[src/rtl/pvtsc_pkg.sv]
`timescale 1ns / 1ps
`default_nettype none

package pvtsc_pkg;

  // Default number of intervals of the cubic check
  localparam int unsigned SAMPLES_DEF = 50;

  // Port widths
  localparam int unsigned IN_W  = 128;
  localparam int unsigned OUT_W = 40;
  localparam int unsigned CFG_W = 16;

  // Register indexes
  localparam logic REG_TRAJ_MODE = 1'b0;
  localparam logic REG_SPEED_EPS = 1'b1;

  // Trajectory mode codes (every other code runs the fraction adjustment)
  localparam logic [1:0] MODE_CUBIC  = 2'd0;
  localparam logic [1:0] MODE_TRAP   = 2'd1;
  localparam logic [1:0] MODE_SCURVE = 2'd2;

  // One in Q1.15
  localparam logic [15:0] ONE_Q15 = 16'h8000;

  // Divider operand widths
  localparam int unsigned DIV_NW = 64;
  localparam int unsigned DIV_DW = 48;

  // Commands from the sequencer to the datapath
  typedef struct packed {
    logic ld_in;
    logic prep;
    logic decide;
    logic cub_start;
    logic cub_issue;
    logic trap_ta;
    logic trap_mul;
    logic trap_sum;
    logic div_num;
    logic eval_u;
    logic div_ratio;
    logic apply_eps;
    logic apply_ratio;
    logic commit;
  } cmd_t;

  // Status from the datapath to the sequencer
  typedef struct packed {
    logic skip;
    logic cubic;
    logic dp_zero;
    logic pipe_busy;
    logic div_busy;
    logic opp;
  } stat_t;

endpackage

`default_nettype wire

[src/rtl/pvtsc_ctrl.sv]
`timescale 1ns / 1ps
`default_nettype none

module pvtsc_ctrl #(
  parameter int unsigned SAMPLES = pvtsc_pkg::SAMPLES_DEF
) (
  input  wire logic             clk_i,
  input  wire logic             rst_ni,
  input  wire logic             in_valid_i,
  output logic                  in_ready_o,
  output logic                  out_valid_o,
  input  wire logic             out_ready_i,
  input  wire pvtsc_pkg::stat_t stat_i,
  output pvtsc_pkg::cmd_t       cmd_o
);
  import pvtsc_pkg::*;

  localparam int unsigned JW = $clog2(SAMPLES);

  typedef enum logic [3:0] {
    ST_IDLE, ST_PREP, ST_DECIDE, ST_CUB, ST_DRAIN, ST_TA, ST_MUL, ST_SUM,
    ST_DIV1, ST_DIV1W, ST_EVAL, ST_TDEC, ST_DIV2W, ST_FIN
  } state_e;

  state_e      state_q, state_d;
  logic [JW-1:0] j_q, j_d;
  logic        out_valid_q, out_valid_d;

  // Next state and commands
  always_comb begin
    state_d    = state_q;
    j_d        = j_q;
    cmd_o      = '0;
    in_ready_o = 1'b0;
    case (state_q)
      ST_IDLE: begin
        in_ready_o = 1'b1;
        if (in_valid_i) begin
          cmd_o.ld_in = 1'b1;
          state_d     = ST_PREP;
        end
      end
      ST_PREP: begin
        cmd_o.prep = 1'b1;
        state_d    = ST_DECIDE;
      end
      ST_DECIDE: begin
        cmd_o.decide = 1'b1;
        if (stat_i.skip || (stat_i.cubic && stat_i.dp_zero)) begin
          state_d = ST_FIN;
        end else if (stat_i.cubic) begin
          cmd_o.cub_start = 1'b1;
          j_d             = '0;
          state_d         = ST_CUB;
        end else begin
          state_d = ST_TA;
        end
      end
      ST_CUB: begin
        cmd_o.cub_issue = 1'b1;
        j_d             = j_q + JW'(1);
        if (j_q == JW'(SAMPLES - 2)) begin
          state_d = ST_DRAIN;
        end
      end
      ST_DRAIN: begin
        if (!stat_i.pipe_busy) begin
          state_d = ST_FIN;
        end
      end
      ST_TA: begin
        cmd_o.trap_ta = 1'b1;
        state_d       = ST_MUL;
      end
      ST_MUL: begin
        cmd_o.trap_mul = 1'b1;
        state_d        = ST_SUM;
      end
      ST_SUM: begin
        cmd_o.trap_sum = 1'b1;
        state_d        = ST_DIV1;
      end
      ST_DIV1: begin
        cmd_o.div_num = 1'b1;
        state_d       = ST_DIV1W;
      end
      ST_DIV1W: begin
        if (!stat_i.div_busy) begin
          state_d = ST_EVAL;
        end
      end
      ST_EVAL: begin
        cmd_o.eval_u = 1'b1;
        state_d      = ST_TDEC;
      end
      ST_TDEC: begin
        if (stat_i.opp) begin
          cmd_o.div_ratio = 1'b1;
          state_d         = ST_DIV2W;
        end else begin
          cmd_o.apply_eps = 1'b1;
          state_d         = ST_FIN;
        end
      end
      ST_DIV2W: begin
        if (!stat_i.div_busy) begin
          cmd_o.apply_ratio = 1'b1;
          state_d           = ST_FIN;
        end
      end
      ST_FIN: begin
        if (!out_valid_q || out_ready_i) begin
          cmd_o.commit = 1'b1;
          state_d      = ST_IDLE;
        end
      end
      default: state_d = ST_IDLE;
    endcase
    if (cmd_o.commit) begin
      out_valid_d = 1'b1;
    end else if (out_ready_i) begin
      out_valid_d = 1'b0;
    end else begin
      out_valid_d = out_valid_q;
    end
  end

  // Hold state, sample count and result valid
  always_ff @(posedge clk_i or negedge rst_ni) begin
    if (!rst_ni) begin
      state_q     <= ST_IDLE;
      j_q         <= '0;
      out_valid_q <= 1'b0;
    end else begin
      state_q     <= state_d;
      j_q         <= j_d;
      out_valid_q <= out_valid_d;
    end
  end

  assign out_valid_o = out_valid_q;

`ifndef SYNTH
  a_cub_count: assert property (@(posedge clk_i) disable iff (!rst_ni)
    (state_q == ST_CUB) |-> (j_q <= JW'(SAMPLES - 2)))
    else $error("sample count ran past the last interior sample");

  a_commit_valid: assert property (@(posedge clk_i) disable iff (!rst_ni)
    cmd_o.commit |=> out_valid_q)
    else $error("committed result not presented");

  a_result_held: assert property (@(posedge clk_i) disable iff (!rst_ni)
    (out_valid_q && !out_ready_i) |=> (out_valid_q && (state_q != ST_IDLE ||
    !$past(cmd_o.commit))))
    else $error("pending result dropped");

  a_div_done: assert property (@(posedge clk_i) disable iff (!rst_ni)
    (state_q == ST_DIV1W && !stat_i.div_busy) |=> (state_q == ST_EVAL))
    else $error("quotient not evaluated after division");
`endif

endmodule

`default_nettype wire

[config.mk]
export PLATFORM = sky130hd
export DESIGN_NAME = pvtsc_ctrl
export DESIGN_NICKNAME = d
export VERILOG_FILES = /design/src/rtl/pvtsc_pkg.sv /design/src/rtl/pvtsc_ctrl.sv
export SDC_FILE = /design/constraint.sdc
export NUM_CORES = 1
export LEC_CHECK = 0
export BUFFER_PORTS_ARGS = -buffer_cell sky130_fd_sc_hd__buf_2
export CAP_MARGIN = 20
export CORE_MARGIN = 2
export CORE_UTILIZATION = 54
export DETAILED_ROUTE_END_ITERATION = 6
export GPL_ROUTABILITY_DRIVEN = 0
export PLACE_DENSITY = 0.83
export SETUP_SLACK_MARGIN = 0.15
export SLEW_MARGIN = 10
export SYNTH_ARGS = -nofsm -noshare
export SYNTH_HDL_FRONTEND = slang
export SYNTH_SLANG_ARGS = --single-unit
[constraint.sdc]
create_clock -name clk_i -period 3.3 [get_ports clk_i]
set_clock_uncertainty 0.05 [all_clocks]
set_input_delay 0.495 -clock clk_i [delete_from_list [all_inputs] [get_ports clk_i]]
set_output_delay 0.495 -clock clk_i [all_outputs]
set_load 0.01 [all_outputs]
# Yosys cells after proc, flatten, opt, wreduce, memory -nomap -nowiden
# Index checks and enable logic that the tools add are counted.
# classes
add_sub_neg	1
eq_ne	22
n_mux	35
reduce_logical	9
# ops
op	n
one-hot mux 4 bit (14 select lines)	1
2-to-1 mux 4 bit	7
equality test 4 bit, second input constant	6
2-to-1 mux 1 bit	21
equality test 4 x 3 -> 1 bit, second input constant	4
!= test 2 bit, second input constant	8
2-to-1 mux 6 bit	2
one-hot mux 6 bit (2 select lines)	1
equality test 4 x 2 -> 1 bit, second input constant	2
adder 6 x 1 -> 6 bit, second input constant	1
equality test 6 bit, second input constant	1
AND reduction 6 bit	1
equality test 4 x 1 -> 1 bit, second input constant	1
logical NOT 4 bit	1
2-to-1 mux 2 bit	2
nonzero test 2 bit	2
2-to-1 mux 3 bit	1
AND reduction 3 bit	1
logical OR 1 bit	2
logical AND 1 bit	1
logical NOT 1 bit	1
# totals
regBits	11
inputBits	10
output_inout_bits	16
wordCells	70

# Logic depth before layout (Yosys ltp)
# Gate-level depths: netlist of run 1.
# logic_depth
depth_word	5
mapped_depth	6
ltp_nobuf	6

# Worst setup path before layout of run 1
# Ideal clock, no wire load.
# synth_path
path_kind	flip-flop to output port
start	register state_q[2]
end	output cmd_o[13] (netlist bit)
arrival_time_ns	1.326
required_time_ns	2.755
slack_ns	1.429
stages_incl_launch_ff	5
path_buffers	2
cell_sequence	dfrtp_1 > buf_6 > buf_6 > nor4_1 > and2_1
# synth_rtl
element	line_no	source
from (decl)	pvtsc_ctrl.sv:25	state_e state_q, state_d;
from (signal assigned)	pvtsc_ctrl.sv:135	state_q <= state_d;
to (decl)	pvtsc_ctrl.sv:14	output pvtsc_pkg::cmd_t cmd_o

==> results by group, run 1 <==
Global routing
  – Vias in the first global route: 789
  – Tot GR Track Use: roughly a quarter
  – First-pass GRT wire length: 3350 um
  – Largest net degree at the start of global routing: 21
  – Initial antenna violation count: 0
  – Grt total ovfl: 0

Yosys
  – Syn avg cell area: 8.64 um^2
  – Syn_nets: 115
  – Number of enable flip-flop cells after synthesis: 0
  – Register area share after synthesis: 30.9%
  – Main area contributors after synthesis: dfrtp_1, nor2_1, nor3_1
  – Unique masters post-synth: 42
  – Asr flop ratio synth: 100%
  – Ys Warns: 0
  – Mapped Cells: 103
  – Cell Area, Synth: 890 um^2
  – Synth top area share: 30.9%
  – Largest area contributor in the netlist: dfrtp_1
  – Ys flop type: dfrtp_1
  – Synth Register Bits: 11

Floorplan
  – Ports: 26
  – Core Region: 1520 um^2
  – Initial Utilization: 58.4%
  – Die height: 44.6 um
  – Die footprint: between 1500 and 2000 um^2
  – Rows: 14
  – Die span in x: 44.6 um

Critical path
  – Crit Path Category: flop to output port
  – Startpoint Class: flop
  – Crit path arrival time: between 1.5 and 2 ns
  – Required time worst endpoint: 2.75 ns
  – Largest fanout on the critical path: 20
  – CP Capture Type: output port

Finish
  – Final cell count without fillers: 141
  – Layout cell share with drive strength beyond 1: a little over a quarter
  – Area Growth Syn to Fin: 13.1%
  – Most frequent cells in the layout: buf_2, dfrtp_1, nor2_1
  – Nets: 138
  – Most common cell after layout, fill and taps aside: buf_2
  – ANT cells: 0
  – Final core occ: 66.0%

Timing
  – Setup TNS: 0 ns
  – Fmax: 434 MHz
  – Slew @ Worst Pin: 0.665 ns
  – Tmin final: about 2.3 ns
  – Endpoints failing setup: 0
  – Fin crit share: 69.8%
  – Fin. max-slew vios: 0
  – Worst slew margin: 55.7%
  – Fin. Hold Viols: 0
  – Unrepaired setup endpoints after global routing: no
  – Minimum hold slack: 0.0281 ns

Hold path
  – Worst hold path type: input pin to async pin

CTS
  – Root buffer cell: clkbuf_4
  – Sinks on Clock Net: 11
  – Later-pin clock latency in the skew report: about 0.27 ns
  – CTS resizes: 0
  – Postcts setup bufs: 0
  – # hold bufs at CTS: 0
  – CTS Buf Count: 3
  – Worst-case clock buffer depth: 2
  – CTS tree: built
  – Clock transition at path regs: about 0.060 ns
  – Htree depth: 1

Outcome
  – Status: complete, no violations

Detailed routing
  – Final ANT Viol Nets: 0
  – Vias per Instance: 6.16
  – Routed len/inst: 14.0 um
  – Initial DRT Pass Iterations: 4
  – Total Wirelength: 1970 um
  – Initial DRC count: 31
  – Via count: 869
  – DRC violations left: 0

Place
  – Port bufs: 25
  – DP HPWL: 1470 um
  – Post-Place Cells: 137

Pwr
  – Pleak: between 0.4 and 0.5 nW
  – Maximum VDD drop: 548 uV
  – Pwr/cell area: 885 nW/um^2

Run
  – MaxCap Viol Count: 0
## metrics by stage
stage | area [um^2] | power (mW) | worst slack (ns)
3_5_place_dp | 980 | 0.794 | 1.31
5_1_grt | 1010 | 0.977 | 0.888
2_1_floorplan | 890 | 0.716 | 1.43
6_report | 1010 | 0.890 | 0.998
4_1_cts | 1010 | 0.885 | 1.01
3_3_place_gp | 980 | 0.783 | 1.33
## cell families after synthesis
group | after synthesis | share of synthesized area (%)
compound gates | 23 | 18.0
xor+xnor | 4 | 3.94
fa+ha+maj | 2 | 2.81
buf+inv | 14 | 9.14
flops | 11 | 30.9
mux | 3 | 3.38
simple gates | 46 | 31.8
## sequential cells by signal, summed over array words and instances, names as in the netlist
name,flops
state_q,4
j_q,6
out_valid_o,1
## area by class of cell
| class | instances | area [um^2] |
|---|---|---|
| clock buffer | 4 | 26.3 |
| fill | 130 | 518 |
| inverter | 7 | 26.3 |
| multi-input combinational | 78 | 533 |
| sequential | 11 | 275 |
| tap | 16 | 20.0 |
| timing repair buffer | 25 | 125 |
## power breakdown
group | leakage [nW] | switching [mW] | internal [mW]
clock | 0.0150 | 0.0409 | 0.0468
combinational | 0.334 | 0.229 | 0.212
sequential | 0.131 | 0.167 | 0.194
total | 0.480 | 0.437 | 0.453
## final timing paths
check	startpoint	endpoint	slack, ns	cells after the start
min	rst_ni	j_q[3]	0.03	1
max in group asynchronous	rst_ni	out_valid_o	2.98	1
min in group clk_i	out_ready_i	out_valid_o	0.50	3
max reg2reg	state_q[2]	state_q[0]	1.57	4
max	state_q[0]	cmd_o[10]	1.0	3
min reg2reg	j_q[5]	j_q[5]	0.52	2
## Yosys cell counts, drive strengths merged (2+ instances only)
cell type,instances
dfrtp,11
nor2,10
buf,7
inv,7
nor3,7
nand2,6
a21oi,5
o21ai,5
nand2b,4
nor4,4
and3,3
mux2i,3
a22o,2
and2,2
ha,2
nand3,2
nand4b,2
nor3b,2
o211ai,2
xnor2,2
xor2,2
## critical path: stages, from the launching register on
cell	delay, ns
dfrtp_1	0.62
nand2b_2	0.37
nor4_4	0.31
buf_2	0.19
## layer usage
layer	GRT usage [%]	vias to the layer above	part of all wire [%]
li1	-	419	-
met1	30.8	411	43
met2	35.4	35	49
met3	9.39	4	7.2
met4	9.09	0	0.51
met5	0	-	0
Power figures use the tool's default switching activity.
==> run 2: changes to the inputs <==
--- a/config.mk
+++ b/config.mk
@@ -5,13 +5,14 @@
 export SDC_FILE = /design/constraint.sdc
 export NUM_CORES = 1
 export LEC_CHECK = 0
+export ABC_AREA = 1
 export BUFFER_PORTS_ARGS = -buffer_cell sky130_fd_sc_hd__buf_2
 export CAP_MARGIN = 20
 export CORE_MARGIN = 2
-export CORE_UTILIZATION = 54
+export CORE_UTILIZATION = 45
 export DETAILED_ROUTE_END_ITERATION = 6
 export GPL_ROUTABILITY_DRIVEN = 0
-export PLACE_DENSITY = 0.83
+export PLACE_DENSITY = 0.74
 export SETUP_SLACK_MARGIN = 0.15
 export SLEW_MARGIN = 10
 export SYNTH_ARGS = -nofsm -noshare
==> constraint.sdc (replaced) <==
create_clock -name clk_i -period 2.1 [get_ports clk_i]
set_clock_uncertainty 0.05 [all_clocks]
set_input_delay 0.315 -clock clk_i [delete_from_list [all_inputs] [get_ports clk_i]]
set_output_delay 0.315 -clock clk_i [all_outputs]
set_load 0.01 [all_outputs]
==> run 2 against run 1 <==
- sequential share of layout area down 0.95 points
- design area rose by 3.6%
- synthesized cell count rose by 32%
- clock power increased by 64%
- register-to-register slack lost 0.95 ns
- highest routed layer is now met3
- critical path type unchanged
- via count grew 11%
- largest cell class unchanged
- hold slack gained 0.18 ns
- non-clock buffer count rose by 1
- sequential cell count stayed put
- final cell count is 35% higher
- utilization decreased by 6.9 points
- combinational power up 76%
==> results by group, run 2 <==
Global routing
  – First-pass GRT wire length: 3340 um (was 3350 um)
  – Tot GR Track Use: 21.0% (was 23.7%)
  – Grt total ovfl: 0 (unchanged)
  – Initial antenna violation count: 0 (unchanged)
  – Largest net degree at the start of global routing: 12 (was 21)
  – Vias in the first global route: 793 (was 789)

Critical path
  – Worst R2R Path Depth: 7 (was 4)
  – CP Capture Type: output port (unchanged)
  – R2R setup slack: 0.62 ns (was 1.57 ns)
  – Worst r2r dst: j_q[1] (was state_q[0])
  – Required time worst endpoint: 1.74 ns (was 2.75 ns)
  – RR Startpoint: state_q[2] (unchanged)
  – Startpoint Class: flop (unchanged)
  – Crit path launch: state_q[2] (was state_q[0])
  – Crit Path Category: flop to output port (unchanged)
  – Crit path arrival time: 1.47 ns (was 1.76 ns)
  – Critical Path End: cmd_o[10] (unchanged)
  – Largest fanout on the critical path: 7 (was 20)

CTS
  – Root buffer cell: clkbuf_4 (unchanged)
  – Htree depth: 1 (unchanged)
  – Sinks on Clock Net: 11 (unchanged)
  – CTS Buf Count: 3 (unchanged)
  – Later-pin clock latency in the skew report: 0.27 ns (about the same)
  – Clock transition at path regs: 0.07 ns (was 0.06 ns)
  – CTS tree: built (unchanged)
  – Worst-case clock buffer depth: 2 (unchanged)
  – Postcts setup bufs: 0 (unchanged)

Run
  – MaxCap Viol Count: 0 (unchanged)

Floorplan
  – Die footprint: 2270 um^2 (was 1990 um^2)
  – Die span in x: 47.6 um (was 44.6 um)
  – Die height: 47.6 um (was 44.6 um)
  – Initial Utilization: 48.6% (was 58.4%)
  – Ports: 26 (unchanged)
  – Rows: 15 (was 14)
  – Core Region: 1760 um^2 (was 1520 um^2)

Place
  – Port bufs: 25 (unchanged)
  – DP HPWL: 1720 um (was 1470 um)
  – Placement Setup Slack: 0.579 ns (was 1.31 ns)

Timing
  – Slew @ Worst Pin: 0.347 ns (was 0.665 ns)
  – Unrepaired setup endpoints after global routing: no (unchanged)
  – Fin. Hold Viols: 0 (unchanged)
  – Endpoints failing setup: 0 (unchanged)
  – Fin crit share: 87.4%
  – Tmin final: 1.84 ns
  – Worst slew margin: 76.8% (was 55.7%)
  – Setup TNS: 0 ns (unchanged)
  – Fin. max-slew vios: 0 (unchanged)
  – Fmax: 545 MHz
  – Setup WS post-layout: 0.265 ns (was 0.998 ns)

Yosys
  – Mapped Cells: 136 (was 103)
  – Asr flop ratio synth: 100% (unchanged)
  – Main area contributors after synthesis: dfrtp_1, nand2_1, inv_1 (was dfrtp_1, nor2_1, nor3_1)
  – Most frequent cells after synthesis: nand2_1, inv_1, nor2_1 (was dfrtp_1, nor2_1, nor3_1)
  – Count leader, synth: nand2_1 (was dfrtp_1)
  – Compound-Gate Fraction of Synth Area: 11.5% (was 18.0%)
  – Largest area contributor in the netlist: dfrtp_1 (unchanged)
  – Post-synthesis mux area share: 0% (was 3.38%)
  – Ys Warns: 0 (unchanged)
  – Adder-Cell Fraction of Synth Area: 2.92% (was 2.81%)
  – Register area share after synthesis: 32.1% (was 30.9%)
  – Unique masters post-synth: 20 (was 42)
  – XOR/XNOR Fraction of Synth Area: 1.02% (was 3.94%)
  – Synth Register Bits: 11 (unchanged)
  – Syn avg cell area: 6.30 um^2 (was 8.64 um^2)
  – Post-synthesis simple-gate area fraction: 40.1% (was 31.8%)
  – Number of enable flip-flop cells after synthesis: 0 (unchanged)
  – Syn_nets: 148 (was 115)
  – Ys flop type: dfrtp_1 (unchanged)
  – Cell Area, Synth: 857 um^2 (was 890 um^2)
  – Largest family of logic cells by synthesized area: simple AND/OR/NAND/NOR gates (unchanged)
  – Synth top area share: 32.1% (was 30.9%)

Finish
  – Most common cell after layout, fill and taps aside: nand2_1 (was buf_2)
  – Layout fillers: 183 (was 130)
  – Reg with most FFs: j_q (unchanged)
  – Max reg flops: 6 (unchanged)
  – ANT cells: 0 (unchanged)
  – Most frequent cells in the layout: nand2_1, buf_2, inv_1 (was buf_2, dfrtp_1, nor2_1)
  – Layout cell share with drive strength beyond 1: 21.8% (was 27.2%)
  – Area Growth Syn to Fin: 21.6% (was 13.1%)
  – Nets: 178 (was 138)

Detailed routing
  – Vias per Instance: 5.07 (was 6.16)
  – DRC violations left: 0 (unchanged)
  – Routed len/inst: 10.8 um (was 14.0 um)
  – Initial DRT Pass Iterations: 4 (unchanged)
  – Total Wirelength: 2050 um (was 1970 um)
  – Via count: 964 (was 869)
  – Initial DRC count: 34 (was 31)
  – Final ANT Viol Nets: 0 (unchanged)

Pwr
  – Pwr/cell area: 1270 nW/um^2 (was 885 nW/um^2)
  – Maximum VDD drop: 690 uV (was 548 uV)
  – Total power: 1.33 mW (was 890 uW)
  – Pleak: 0.659 nW (was 0.480 nW)

Hold path
  – Worst hold path type: input pin to flop (was input pin to async pin)

Outcome
  – Status: complete, no violations (unchanged)
[run 2: per-layer routing]
| layer | track usage [%] | vias up | wire (um) |
|---|---|---|---|
| met5 | 0 | - | 0 |
| met4 | 3.24 | 0 | 0 |
| met3 | 5.66 | 0 | 116 |
| met2 | 33.0 | 33 | 979 |
| met1 | 29.9 | 439 | 950 |
| li1 | - | 492 | - |
[run 2: worst max-delay path: stages, from the launching register on]
cell	delay (ns)
dfrtp_1	0.43
inv_2	0.14
nand2_2	0.15
nor2_4	0.17
nand2_1	0.12
inv_1	0.06
buf_2	0.12
[run 2: metrics by stage]
step                      cells  hold WS, ns  cell area (um^2)  util, %
after floorplan             136      -0.0306               857        -
after global placement      185        0.145              1010     57.0
after detailed placement    185        0.143              1010     57.0
after CTS                   190        0.204              1040     59.1
after global routing        190        0.218              1040     59.1
final                       190        0.206              1040     59.1
[run 2: worst min path at each step]
stage,startpoint,end,slack [ns],depth (start not counted)
floorplan,rst_ni,j_q[0],-0.03,0
global placement,rst_ni,j_q[4],0.15,1
detailed placement,rst_ni,j_q[4],0.14,1
CTS,out_ready_i,out_valid_o,0.20,2
global route,out_ready_i,out_valid_o,0.22,2
finish,out_ready_i,out_valid_o,0.21,2
[run 2: logic make-up after synthesis]
| logic type | Yosys count |
|---|---|
| AOI/OAI and AO/OA | 17 |
| and+or+nand+nor | 78 |
| xor gates and xnor gates | 1 |
| adders and majority gates | 2 |
| buffers and inverters | 27 |
| DFF | 11 |
[run 2: layout make-up]
type	instances	area [um^2]	area share, %
multi-input combinational	98	477	45.7
tap	25	31.3	3.00
sequential	11	275	26.4
inverter	26	97.6	9.36
clock buffer	4	26.3	2.52
timing repair buffer	26	135	13.0
[run 2: timing repair]
action                    in CTS  in global routing
resized for setup              0                  0
hold endpoints to repair      11                  0
hold buffers                   1                  0
[run 2: power breakdown]
group / total, mW / internal (mW) / switching (mW)
registers: 0.407 / 0.301 / 0.106
logic: 0.777 / 0.269 / 0.508
clock network: 0.144 / 0.0736 / 0.0703
